--- src/hdl/ps2mct_pkg.sv ---
`default_nettype none
// ----------------------------------------------------------------------------
// ps2mct_pkg
// Shared types and constants for the PS/2 mouse packet cursor tracker.
// ----------------------------------------------------------------------------
package ps2mct_pkg;

  // cursor counter width (valid range 10..31)
  localparam int COORD_BITS = 16;
  localparam int SIZE_BITS  = 16;   // screen size register width
  localparam int OUT_BITS   = 16;   // cursor output field width
  localparam int BTN_BITS   = 3;
  localparam int BYTE_BITS  = 8;

  // working width for position plus delta, wide enough for size - 1 too
  localparam int SUM_BITS =
    ((COORD_BITS > SIZE_BITS) ? COORD_BITS : SIZE_BITS) + 2;

  // flag byte bit positions
  localparam int BIT_MARK  = 3;
  localparam int BIT_XSIGN = 4;
  localparam int BIT_YSIGN = 5;

  // configuration register indexes
  localparam int CFG_IDX_BITS = 1;
  localparam logic [CFG_IDX_BITS-1:0] REG_SCREEN_WIDTH  = 1'd0;
  localparam logic [CFG_IDX_BITS-1:0] REG_SCREEN_HEIGHT = 1'd1;

  // packet queue sizing
  localparam int QDEPTH    = 2;
  localparam int QPTR_BITS = 1;
  localparam int QCNT_BITS = 2;

  // stream widths
  localparam int IN_TDATA_BITS  = 8;
  localparam int OUT_TDATA_BITS = 40;   // 35 bits of fields, padded to bytes

  typedef enum logic [1:0] {
    POS_FLAG   = 2'd0,
    POS_XDELTA = 2'd1,
    POS_YDELTA = 2'd2
  } pkt_pos_t;

  // decoded packet handed from front to back
  typedef struct packed {
    logic [BTN_BITS-1:0]  buttons;
    logic                 x_sign;
    logic                 y_sign;
    logic [BYTE_BITS-1:0] x_lo;
    logic [BYTE_BITS-1:0] y_lo;
  } pkt_t;

  typedef struct packed {
    logic full;
    logic nonempty;
  } q_status_t;

endpackage
`default_nettype wire

--- src/hdl/ps2mct_front.sv ---
`default_nettype none
// ----------------------------------------------------------------------------
// ps2mct_front
// Gathers mouse bytes into three-byte packets and queues marked packets.
// ----------------------------------------------------------------------------
module ps2mct_front
  import ps2mct_pkg::*;
(
  input  wire logic                     clk,
  input  wire logic                     rst,
  input  wire logic                     s_tvalid,
  output logic                          s_tready,
  input  wire logic [IN_TDATA_BITS-1:0] s_tdata,   // [7:0] rx_byte
  input  wire q_status_t                q_stat,
  output logic                          push,
  output pkt_t                          push_pkt
);

  pkt_pos_t             pos;
  pkt_pos_t             pos_next;
  logic [BYTE_BITS-1:0] flag_byte;
  logic [BYTE_BITS-1:0] x_delta_byte;
  logic [BYTE_BITS-1:0] rx_byte;
  logic                 accept;
  logic                 last_byte;

  assign rx_byte = s_tdata[BYTE_BITS-1:0];
  assign accept  = s_tvalid && s_tready;

  // the unused position code counts as the third byte
  assign last_byte = (pos != POS_FLAG) && (pos != POS_XDELTA);

  always_comb begin
    pos_next = pos;
    if (accept) begin
      unique case (pos)
        POS_FLAG:   pos_next = POS_XDELTA;
        POS_XDELTA: pos_next = POS_YDELTA;
        default:    pos_next = POS_FLAG;
      endcase
    end
  end

  always_comb begin
    // stall only the closing byte when the queue is full
    s_tready          = !last_byte || !q_stat.full;
    push              = accept && last_byte && flag_byte[BIT_MARK];
    push_pkt.buttons  = flag_byte[BTN_BITS-1:0];
    push_pkt.x_sign   = flag_byte[BIT_XSIGN];
    push_pkt.y_sign   = flag_byte[BIT_YSIGN];
    push_pkt.x_lo     = x_delta_byte;
    push_pkt.y_lo     = rx_byte;
  end

  always_ff @(posedge clk) begin
    if (rst) begin
      pos <= POS_FLAG;
    end else begin
      pos <= pos_next;
    end
  end

  always_ff @(posedge clk) begin
    if (rst) begin
      flag_byte    <= '0;
      x_delta_byte <= '0;
    end else if (accept) begin
      if (pos == POS_FLAG) begin
        flag_byte <= rx_byte;
      end
      if (pos == POS_XDELTA) begin
        x_delta_byte <= rx_byte;
      end
    end
  end

`ifndef NO_ASSERTIONS
  a_push_on_last: assert property (@(posedge clk) disable iff (rst)
    push |-> (accept && last_byte && !q_stat.full))
    else $error("packet pushed outside a closing beat");

  a_flag_then_x: assert property (@(posedge clk) disable iff (rst)
    (accept && pos == POS_FLAG) |=> (pos == POS_XDELTA && flag_byte == $past(rx_byte)))
    else $error("flag beat not captured");

  a_last_wraps: assert property (@(posedge clk) disable iff (rst)
    (accept && last_byte) |=> (pos == POS_FLAG))
    else $error("packet did not close after third beat");
`endif

endmodule
`default_nettype wire

--- src/hdl/ps2mct_queue.sv ---
`default_nettype none
// ----------------------------------------------------------------------------
// ps2mct_queue
// Two-entry packet queue between the byte front and the cursor back.
// ----------------------------------------------------------------------------
module ps2mct_queue
  import ps2mct_pkg::*;
(
  input  wire logic clk,
  input  wire logic rst,
  input  wire logic push,
  input  wire pkt_t push_pkt,
  input  wire logic pop,
  output pkt_t      pop_pkt,
  output q_status_t q_stat
);

  pkt_t                 slots [QDEPTH];
  logic [QPTR_BITS-1:0] wr_ptr;
  logic [QPTR_BITS-1:0] rd_ptr;
  logic [QCNT_BITS-1:0] count;
  logic                 do_pop;

  assign q_stat.full     = (count == QCNT_BITS'(QDEPTH));
  assign q_stat.nonempty = (count != '0);
  assign do_pop          = pop && q_stat.nonempty;
  assign pop_pkt         = slots[rd_ptr];

  always_ff @(posedge clk) begin
    if (push) begin
      slots[wr_ptr] <= push_pkt;
    end
  end

  always_ff @(posedge clk) begin
    if (rst) begin
      wr_ptr <= '0;
      rd_ptr <= '0;
      count  <= '0;
    end else begin
      if (push) begin
        wr_ptr <= wr_ptr + 1'b1;
      end
      if (do_pop) begin
        rd_ptr <= rd_ptr + 1'b1;
      end
      unique case ({push, do_pop})
        2'b10:   count <= count + 1'b1;
        2'b01:   count <= count - 1'b1;
        default: count <= count;
      endcase
    end
  end

endmodule
`default_nettype wire

--- src/hdl/ps2mct_back.sv ---
`default_nettype none
// ----------------------------------------------------------------------------
// ps2mct_back
// Applies queued packets to the cursor, clamps each axis, drives results.
// ----------------------------------------------------------------------------
module ps2mct_back
  import ps2mct_pkg::*;
(
  input  wire logic                      clk,
  input  wire logic                      rst,
  input  wire logic                      cfg_valid,
  output logic                           cfg_ready,
  input  wire logic [CFG_IDX_BITS-1:0]   cfg_index,
  input  wire logic [SIZE_BITS-1:0]      cfg_data,
  input  wire q_status_t                 q_stat,
  input  wire pkt_t                      pop_pkt,
  output logic                           pop,
  output logic                           m_tvalid,
  input  wire logic                      m_tready,
  output logic [OUT_TDATA_BITS-1:0]      m_tdata
);

  localparam logic signed [SUM_BITS-1:0] COORD_MAX_S =
    SUM_BITS'((64'd1 << COORD_BITS) - 64'd1);

  logic [SIZE_BITS-1:0]         screen_width;
  logic [SIZE_BITS-1:0]         screen_height;
  logic [COORD_BITS-1:0]        pos_x;
  logic [COORD_BITS-1:0]        pos_y;
  logic [BTN_BITS-1:0]          held_buttons;
  logic                         out_valid;
  logic signed [BYTE_BITS:0]    dx;
  logic signed [BYTE_BITS:0]    dy;
  logic signed [SUM_BITS-1:0]   sum_x;
  logic signed [SUM_BITS-1:0]   sum_y;
  logic [COORD_BITS-1:0]        pos_x_next;
  logic [COORD_BITS-1:0]        pos_y_next;

  function automatic logic [COORD_BITS-1:0] clamp_axis(
    input logic signed [SUM_BITS-1:0] v,
    input logic [SIZE_BITS-1:0]       size
  );
    logic signed [SUM_BITS-1:0] lim;
    logic signed [SUM_BITS-1:0] size_m1;
    logic signed [SUM_BITS-1:0] r;
    size_m1 = signed'(SUM_BITS'(size)) - SUM_BITS'(1);
    lim     = COORD_MAX_S;
    if (size != '0 && size_m1 < COORD_MAX_S) begin
      lim = size_m1;
    end
    r = v;
    if (v < 0) begin
      r = '0;
    end else if (v > lim) begin
      r = lim;
    end
    return r[COORD_BITS-1:0];
  endfunction

  assign cfg_ready = 1'b1;

  // take a packet when the output register is free or draining this cycle
  assign pop = q_stat.nonempty && (!out_valid || m_tready);

  assign dx    = signed'({pop_pkt.x_sign, pop_pkt.x_lo});
  assign dy    = signed'({pop_pkt.y_sign, pop_pkt.y_lo});
  assign sum_x = signed'(SUM_BITS'(pos_x)) + SUM_BITS'(dx);
  assign sum_y = signed'(SUM_BITS'(pos_y)) - SUM_BITS'(dy);
  assign pos_x_next = clamp_axis(sum_x, screen_width);
  assign pos_y_next = clamp_axis(sum_y, screen_height);

  assign m_tvalid = out_valid;
  assign m_tdata  = {{(OUT_TDATA_BITS - 2*OUT_BITS - BTN_BITS){1'b0}},
                     held_buttons, OUT_BITS'(pos_y), OUT_BITS'(pos_x)};

  always_ff @(posedge clk) begin
    if (rst) begin
      screen_width  <= '0;
      screen_height <= '0;
    end else if (cfg_valid && cfg_ready) begin
      unique case (cfg_index)
        REG_SCREEN_WIDTH:  screen_width  <= cfg_data;
        REG_SCREEN_HEIGHT: screen_height <= cfg_data;
        default:           screen_width  <= screen_width;
      endcase
    end
  end

  always_ff @(posedge clk) begin
    if (rst) begin
      pos_x        <= '0;
      pos_y        <= '0;
      held_buttons <= '0;
      out_valid    <= 1'b0;
    end else begin
      if (pop) begin
        pos_x        <= pos_x_next;
        pos_y        <= pos_y_next;
        held_buttons <= pop_pkt.buttons;
        out_valid    <= 1'b1;
      end else if (m_tready) begin
        out_valid <= 1'b0;
      end
    end
  end

`ifndef NO_ASSERTIONS
  a_pop_fills: assert property (@(posedge clk) disable iff (rst)
    pop |=> out_valid)
    else $error("popped packet produced no beat");

  a_idle_holds: assert property (@(posedge clk) disable iff (rst)
    !pop |=> ($stable(pos_x) && $stable(pos_y) && $stable(held_buttons)))
    else $error("cursor moved without a packet");

  a_pop_needs_room: assert property (@(posedge clk) disable iff (rst)
    pop |-> (q_stat.nonempty && (!out_valid || m_tready)))
    else $error("packet taken while output stalled");
`endif

endmodule
`default_nettype wire

--- src/hdl/ps2_mouse_packet_cursor_tracker_top.sv ---
`default_nettype none
// ----------------------------------------------------------------------------
// ps2_mouse_packet_cursor_tracker_top
// PS/2 three-byte packet decoder that tracks a clamped cursor position.
// ----------------------------------------------------------------------------
//  channel  | dir | handshake            | payload
//  s_*      | in  | s_tvalid / s_tready  | s_tdata[7:0] rx_byte
//  m_*      | out | m_tvalid / m_tready  | m_tdata: x[15:0] y[31:16] buttons[34:32]
//  cfg_*    | in  | cfg_valid / cfg_ready| cfg_index, cfg_data[15:0]
//
//  Takes one mouse byte per cycle while s_tready is high; a marked packet's
//  closing byte goes into the two-entry packet queue, then into the output
//  register that drives the result beat. These two set the rate: a stalled
//  m_tready backs up the queue, then holds only the next packet's third byte.
//  rst is synchronous: cursor, buttons, sizes and byte position clear to 0.
//  cfg_ready is always high.
// ----------------------------------------------------------------------------
module ps2_mouse_packet_cursor_tracker_top
  import ps2mct_pkg::*;
(
  input  wire logic                      clk,
  input  wire logic                      rst,
  input  wire logic                      s_tvalid,
  output logic                           s_tready,
  input  wire logic [IN_TDATA_BITS-1:0]  s_tdata,   // [7:0] rx_byte
  output logic                           m_tvalid,
  input  wire logic                      m_tready,
  output logic [OUT_TDATA_BITS-1:0]      m_tdata,   // [15:0] cursor_x,
                                                    // [31:16] cursor_y,
                                                    // [34:32] button_bits
  input  wire logic                      cfg_valid,
  output logic                           cfg_ready,
  input  wire logic [CFG_IDX_BITS-1:0]   cfg_index,
  input  wire logic [SIZE_BITS-1:0]      cfg_data
);

  q_status_t q_stat;
  logic      push;
  pkt_t      push_pkt;
  logic      pop;
  pkt_t      pop_pkt;

  ps2mct_front u_front (
    .clk      (clk),
    .rst      (rst),
    .s_tvalid (s_tvalid),
    .s_tready (s_tready),
    .s_tdata  (s_tdata),
    .q_stat   (q_stat),
    .push     (push),
    .push_pkt (push_pkt)
  );

  ps2mct_queue u_queue (
    .clk      (clk),
    .rst      (rst),
    .push     (push),
    .push_pkt (push_pkt),
    .pop      (pop),
    .pop_pkt  (pop_pkt),
    .q_stat   (q_stat)
  );

  ps2mct_back u_back (
    .clk       (clk),
    .rst       (rst),
    .cfg_valid (cfg_valid),
    .cfg_ready (cfg_ready),
    .cfg_index (cfg_index),
    .cfg_data  (cfg_data),
    .q_stat    (q_stat),
    .pop_pkt   (pop_pkt),
    .pop       (pop),
    .m_tvalid  (m_tvalid),
    .m_tready  (m_tready),
    .m_tdata   (m_tdata)
  );

endmodule
`default_nettype wire
--- config.mk ---
export PLATFORM = sky130hd
export DESIGN_NAME = ps2_mouse_packet_cursor_tracker_top
export DESIGN_NICKNAME = d
export VERILOG_FILES = /design/src/hdl/ps2mct_pkg.sv /design/src/hdl/ps2mct_front.sv /design/src/hdl/ps2mct_queue.sv /design/src/hdl/ps2mct_back.sv /design/src/hdl/ps2_mouse_packet_cursor_tracker_top.sv
export SDC_FILE = /design/constraint.sdc
export NUM_CORES = 1
export LEC_CHECK = 0
export BUFFER_PORTS_ARGS = -buffer_cell sky130_fd_sc_hd__buf_2
export CORE_ASPECT_RATIO = 1.4
export CORE_MARGIN = 4
export CORE_UTILIZATION = 63
export CTS_BUF_LIST = sky130_fd_sc_hd__clkbuf_2
export CTS_CLUSTER_SIZE = 16
export DETAILED_ROUTE_END_ITERATION = 16
export PLACE_DENSITY = 0.91
export SYNTH_ARGS = -nofsm -noshare
export SYNTH_HDL_FRONTEND = slang
export SYNTH_SLANG_ARGS = --single-unit
export TNS_END_PERCENT = 100
--- constraint.sdc ---
create_clock -name clk -period 6.6 [get_ports clk]
set_input_delay 0.66 -clock clk [delete_from_list [all_inputs] [get_ports clk]]
set_output_delay 0.66 -clock clk [all_outputs]
set_load 0.01 [all_outputs]
---- Word level (Yosys, flattened, before mapping) ----
Memories as Yosys holds them, arrays and structs flattened. A register that Yosys moved wholly into a read port is not among the register bits.
Cells that the tools add are included.
Widths: inputs -> output; s select.
storage, ports and cells
  output and inout bits ................... 43
  logic and storage cells ................. 71
  flip-flop bits (word level) ............. 88
  RAM bits ................................ 42
  memories kept ........................... 1
  bits of input ports ..................... 30
memories
  name           words  bits a word  rd ports  clocked after Yosys merged registers in  write ports  line                text
  u_queue.slots  2      21           1         1                                        1            ps2mct_queue.sv:18  pkt_t slots [QDEPTH];
cells by class
  mux-type cells .......................... 14
  add/subtract/negate cells ............... 8
  order comparisons ....................... 6
  bitwise logic cells ..................... 1
  reduce and logical (&&, ||, !) cells .... 24
  equality and inequality tests ........... 5
operators with widths
  cell                   count
  $mux 16                4
  $gt 18x18->1           2
  $lt 18x1->1 const B    2
  $lt 18x17->1 const B   2
  $mux 18                2
  $sub 16x1->17 const B  2
  $reduce_bool 16->1     2
  $add 17x9->18          1
  $sub 17x9->18          1
  $logic_and 1x1->1      8
  $pmux 2 s2             2
  $reduce_and 2->1       4
  $reduce_bool 2->1      4
  $mux 1                 6
  $eq 2x1->1 const B     2
  $eq 2x2->1 const B     2
  $logic_not 1->1        3
  $add 1x1->1 const B    2
  $add 2x1->2 const B    1
  $logic_not 2->1        1
  $logic_or 1x1->1       2
  $ne 2x1->1 const B     1
  $sub 2x1->2 const B    1
  $not 1->1              1

---- Logic depth before layout (Yosys ltp) ----
  word-level depth ........................ 9
  depth in mapped cells ................... 22
  gate-level depth less buffers ........... 18

---- By module ----
From an unflattened synthesis, not the netlist that was laid out.
unflattened totals
  cell total of the unflattened synthesis .. 1020
  area, all modules ....................... 8767.2 um^2
by module, submodules not included
  module        area each (um^2)  cells an instance  instances  seq. area each (um^2)
  ps2mct_back   6352.3            852                1          1361.3
  ps2mct_queue  1722.9            88                 1          1361.3
  ps2mct_front  691.9             80                 1          320.3

---- Least setup slack after synthesis ----
Ideal clock, no wire load.
  path type ............................... flip-flop to flip-flop
  start point ............................. register with a tool-made name
  end point ............................... register u_back.pos_x[10]
  slack ................................... 1.002 ns
  data required time ...................... 6.513 ns
  stages on the path, launching flop included .. 21
  arrival time ............................ 5.511 ns
  buffers on the path ..................... 3
  period minus slack after synthesis ...... 5.598 ns
  library setup time ...................... 0.087 ns
  cell sequence ........................... dfxtp_1 -> buf_1 -> clkbuf_1 -> mux2_2 -> ha_1 -> and3_1 -> a221oi_1 -> o211ai_1 -> a21oi_1 -> nor2_1 -> o31ai_1 -> xnor2_1 -> ha_1 -> nand4_1 -> nor4_1 -> o31ai_1 -> and4b_1 -> nor3_1 -> clkbuf_1 -> nor2_1 -> o31ai_1
RTL lines
  element               line               text
  to (signal assigned)  ps2mct_back.sv:97  pos_x <= pos_x_next;
  to (decl)             ps2mct_back.sv:28  logic [COORD_BITS-1:0] pos_x;

==> results.toml <==
[floorplanning]
io_pins = 73
die_area_um2 = 15600
rows = 50
die_h_um = 146
core_um2 = 13300
start_util_pct = 64.3
fp.dieW_um = 107

[setup_path]
critical_path_class = "reg2reg"
cp.arrival_ns = 6.37
ff2ff_setup_slack_ns = 0.93
critPathRequiredTime_ns = 7.29
end_kind = "register"
start_kind = "register"
critPathMaxFanout = 11

[logic_synthesis]
syn_area_per_cell_um2 = 8.57
ys_seq_elements = 131
synth_flop_cell = "dfxtp_1"
synthCells = 1000
postSynth.asyncResetShare_pct = 0
synth_edf_count = 42
synth.distinct_cells = 65
yosys.area.top_type = "dfxtp_1"
yosysSeqAreaShare_pct = 35.5
synth_top_area_share_pct = 20.8
ys_warn_count = 0
synthesis.area_um2 = 8570
yosys-top-cells-area = "dfxtp_1, edfxtp_1, ha_1"

[sta]
hold_violations = 0
whs_ns = 0.102
relSlewSlack_pct = 25.1
setup_tns_ns = 0
rsz0062_at_grt = "no"
fin_crit_sh_pct = 86.0
fin_crit_ns = 5.67
slew_viol_final = 0
max_freq_ghz = 0.176
setup_slack_ns = 0.926
fin_skew_ns = 0.0583
tightest_slew_ns = 1.12
finalSetupViolCount = 0

[clocking]
ctsHoldBuffers = 0
cts_setup_buffers = 0
clkSinkCount = 131
numCtsBuffers = 17
clockRootBuffer = "clkbuf_2"
cts_buffer_depth = 2
clkLatencyLatePin_ns = 0.74
cts_resized = 0
clk_pin_slew_ns = 0.26
htree_levels = 4
cts_tree = "yes"

[global_route]
grt_pass1_wl_mm = 35.5
antenna_found_initial = 1
grt_use_total_pct = 28.2
grt_start_max_net_pins = 63
grt-ovfl-total = 0
grt_pass1_vias = 7669

[placement]
gp_congestion = 0.934
io_buffers = 66
hpwl_mm = 16.1
dp.cells = 1206
pre_cts_ws_ns = 1.12

[detailed_routing]
post_drt_wl_per_cell_um = 17.4
routed_wl_mm = 21.5
drc_errors = 0
drt_iter0_markers = 761
via_count = 7712
vias_per_cell = 6.22
dr.pass1.iters = 9
antenna_left = 0

[outcome]
outcome = "complete, no violations"

[job]
maxCapViolations = 0

[final_layout]
syn2layout_area_growth_pct = 7.53
final_layout_size_suffix_gt1_share_pct = 12.6
fin_cells = 1239
nNetsFinal = 1150

[pwr]
p_leak_nw = 3.84
power.density_nw_per_um2 = 318
peakVddDrop_uv = 251

[min_path]
hold_class = "in2reg"
metal layers:
metal / routed length [um] / track usage (%) / vias to the layer above / part of all wire [%]
met5: 0 / 0 / - / 0
met4: 1240 / 16.8 / 0 / 5.8
met3: 1250 / 5.55 / 95 / 5.8
met2: 11100 / 50.3 / 307 / 51
met1: 7980 / 30.3 / 3602 / 37
li1: - / - / 3708 / -
metrics by stage:
step                      util (%)  total power [mW]  cell area, um2
after global routing          69.2              3.15            9220
after CTS                     69.1              2.91            9210
after detailed placement      67.4              2.42            8970
after floorplan                  -              2.06            8590
final                         69.2              2.93            9220
after global placement        67.4              2.38            8970
worst max-delay path, stage by stage, from the launching register on:
cell and delay, ns:
dfxtp_1 0.70, buf_4 0.33, mux2i_1 0.37, inv_1 0.27, ha_1 0.46, a21oi_1 0.12
o221ai_1 0.31, o22ai_1 0.16, o31a_1 0.27, xnor2_1 0.36, inv_1 0.15, ha_1 0.35
nand4_1 0.14, nor4_1 0.28, o31ai_1 0.17, and4b_1 0.24, or3_1 0.51, o41ai_1 0.33
a21o_1 0.12
worst paths after layout:
kind                                              start                  end  cells after the start
worst max register to register                 register     u_back.pos_x[14]                     18
worst min register to register  u_front.x_delta_byte[1]  u_queue.slots[1][9]                      0
worst min-delay path                         s_tdata[6]  u_queue.slots[0][6]                      1
worst max-delay path                           register     u_back.pos_x[14]                     18
layout by cell type, fill, tap and decap left out, types with 16 or more instances in the layout:
master,n
a21oi_1,76
buf_2,66
clkbuf_2,17
dfxtp_1,89
edfxtp_1,42
ha_1,75
inv_1,38
mux2i_1,32
nand2_1,133
nand3_1,17
nor2_1,90
nor3_1,27
nor4_1,21
o21ai_0,42
o31ai_1,16
xnor2_1,38
xor2_1,22
report_power, final:
part / total (mW) / internal (mW) / switching, mW
logic: 1.47 / 0.576 / 0.893
registers: 0.971 / 0.896 / 0.0752
clock network: 0.492 / 0.125 / 0.367
cell usage after synthesis, types with 9 or more instances:
master    count
nand4_1      13
nand3_1      17
o31ai_1      16
mux2i_1      32
clkbuf_1     41
dfxtp_1      89
xnor2_1      38
ha_1         75
a21oi_1      76
nor2_1       91
edfxtp_1     42
inv_1        38
xor2_1       22
o22ai_1       9
or3_1         9
nand2_1     133
o21ai_0      42
nor4_1       21
mux2_2        9
a21o_1       10
nor3_1       28
o211ai_1     14
cell families (layout without fill, tap and decap cells):
group	Yosys count	after routing	synth area share, %
flip-flops	131	131	35.5
AO/OA/AOI/OAI	221	221	16.2
other	2	7	0.0876
multiplexers	41	41	4.92
AND/OR/NAND/NOR	376	376	21.3
XOR/XNOR	60	60	6.13
buffers and inverters	92	144	4.42
adder cells (fa/ha/maj)	77	77	11.4
final cells by class:
class | count | area [um2]
well taps | 182 | 228
flip-flops and latches | 131 | 3040
multi-input cells | 781 | 5170
diodes | 1 | 2.50
fillers | 1060 | 4110
clock buffers | 17 | 85.1
inverters | 38 | 143
clock inverters | 15 | 154
repair buffers | 74 | 390
flip-flops by register name, summed over array words and instances (netlist names), named ones only:
name and count:
u_queue.slots 42, u_back.pos_x 16, u_back.pos_y 16, u_back.screen_height 16, u_back.screen_width 16, u_front.x_delta_byte 8, u_front.flag_byte 6, u_back.held_buttons 3
u_front.pos 2, u_queue.count 2, u_back.m_tvalid 1, u_queue.rd_ptr 1, u_queue.wr_ptr 1
Power figures use the tool's default switching activity.
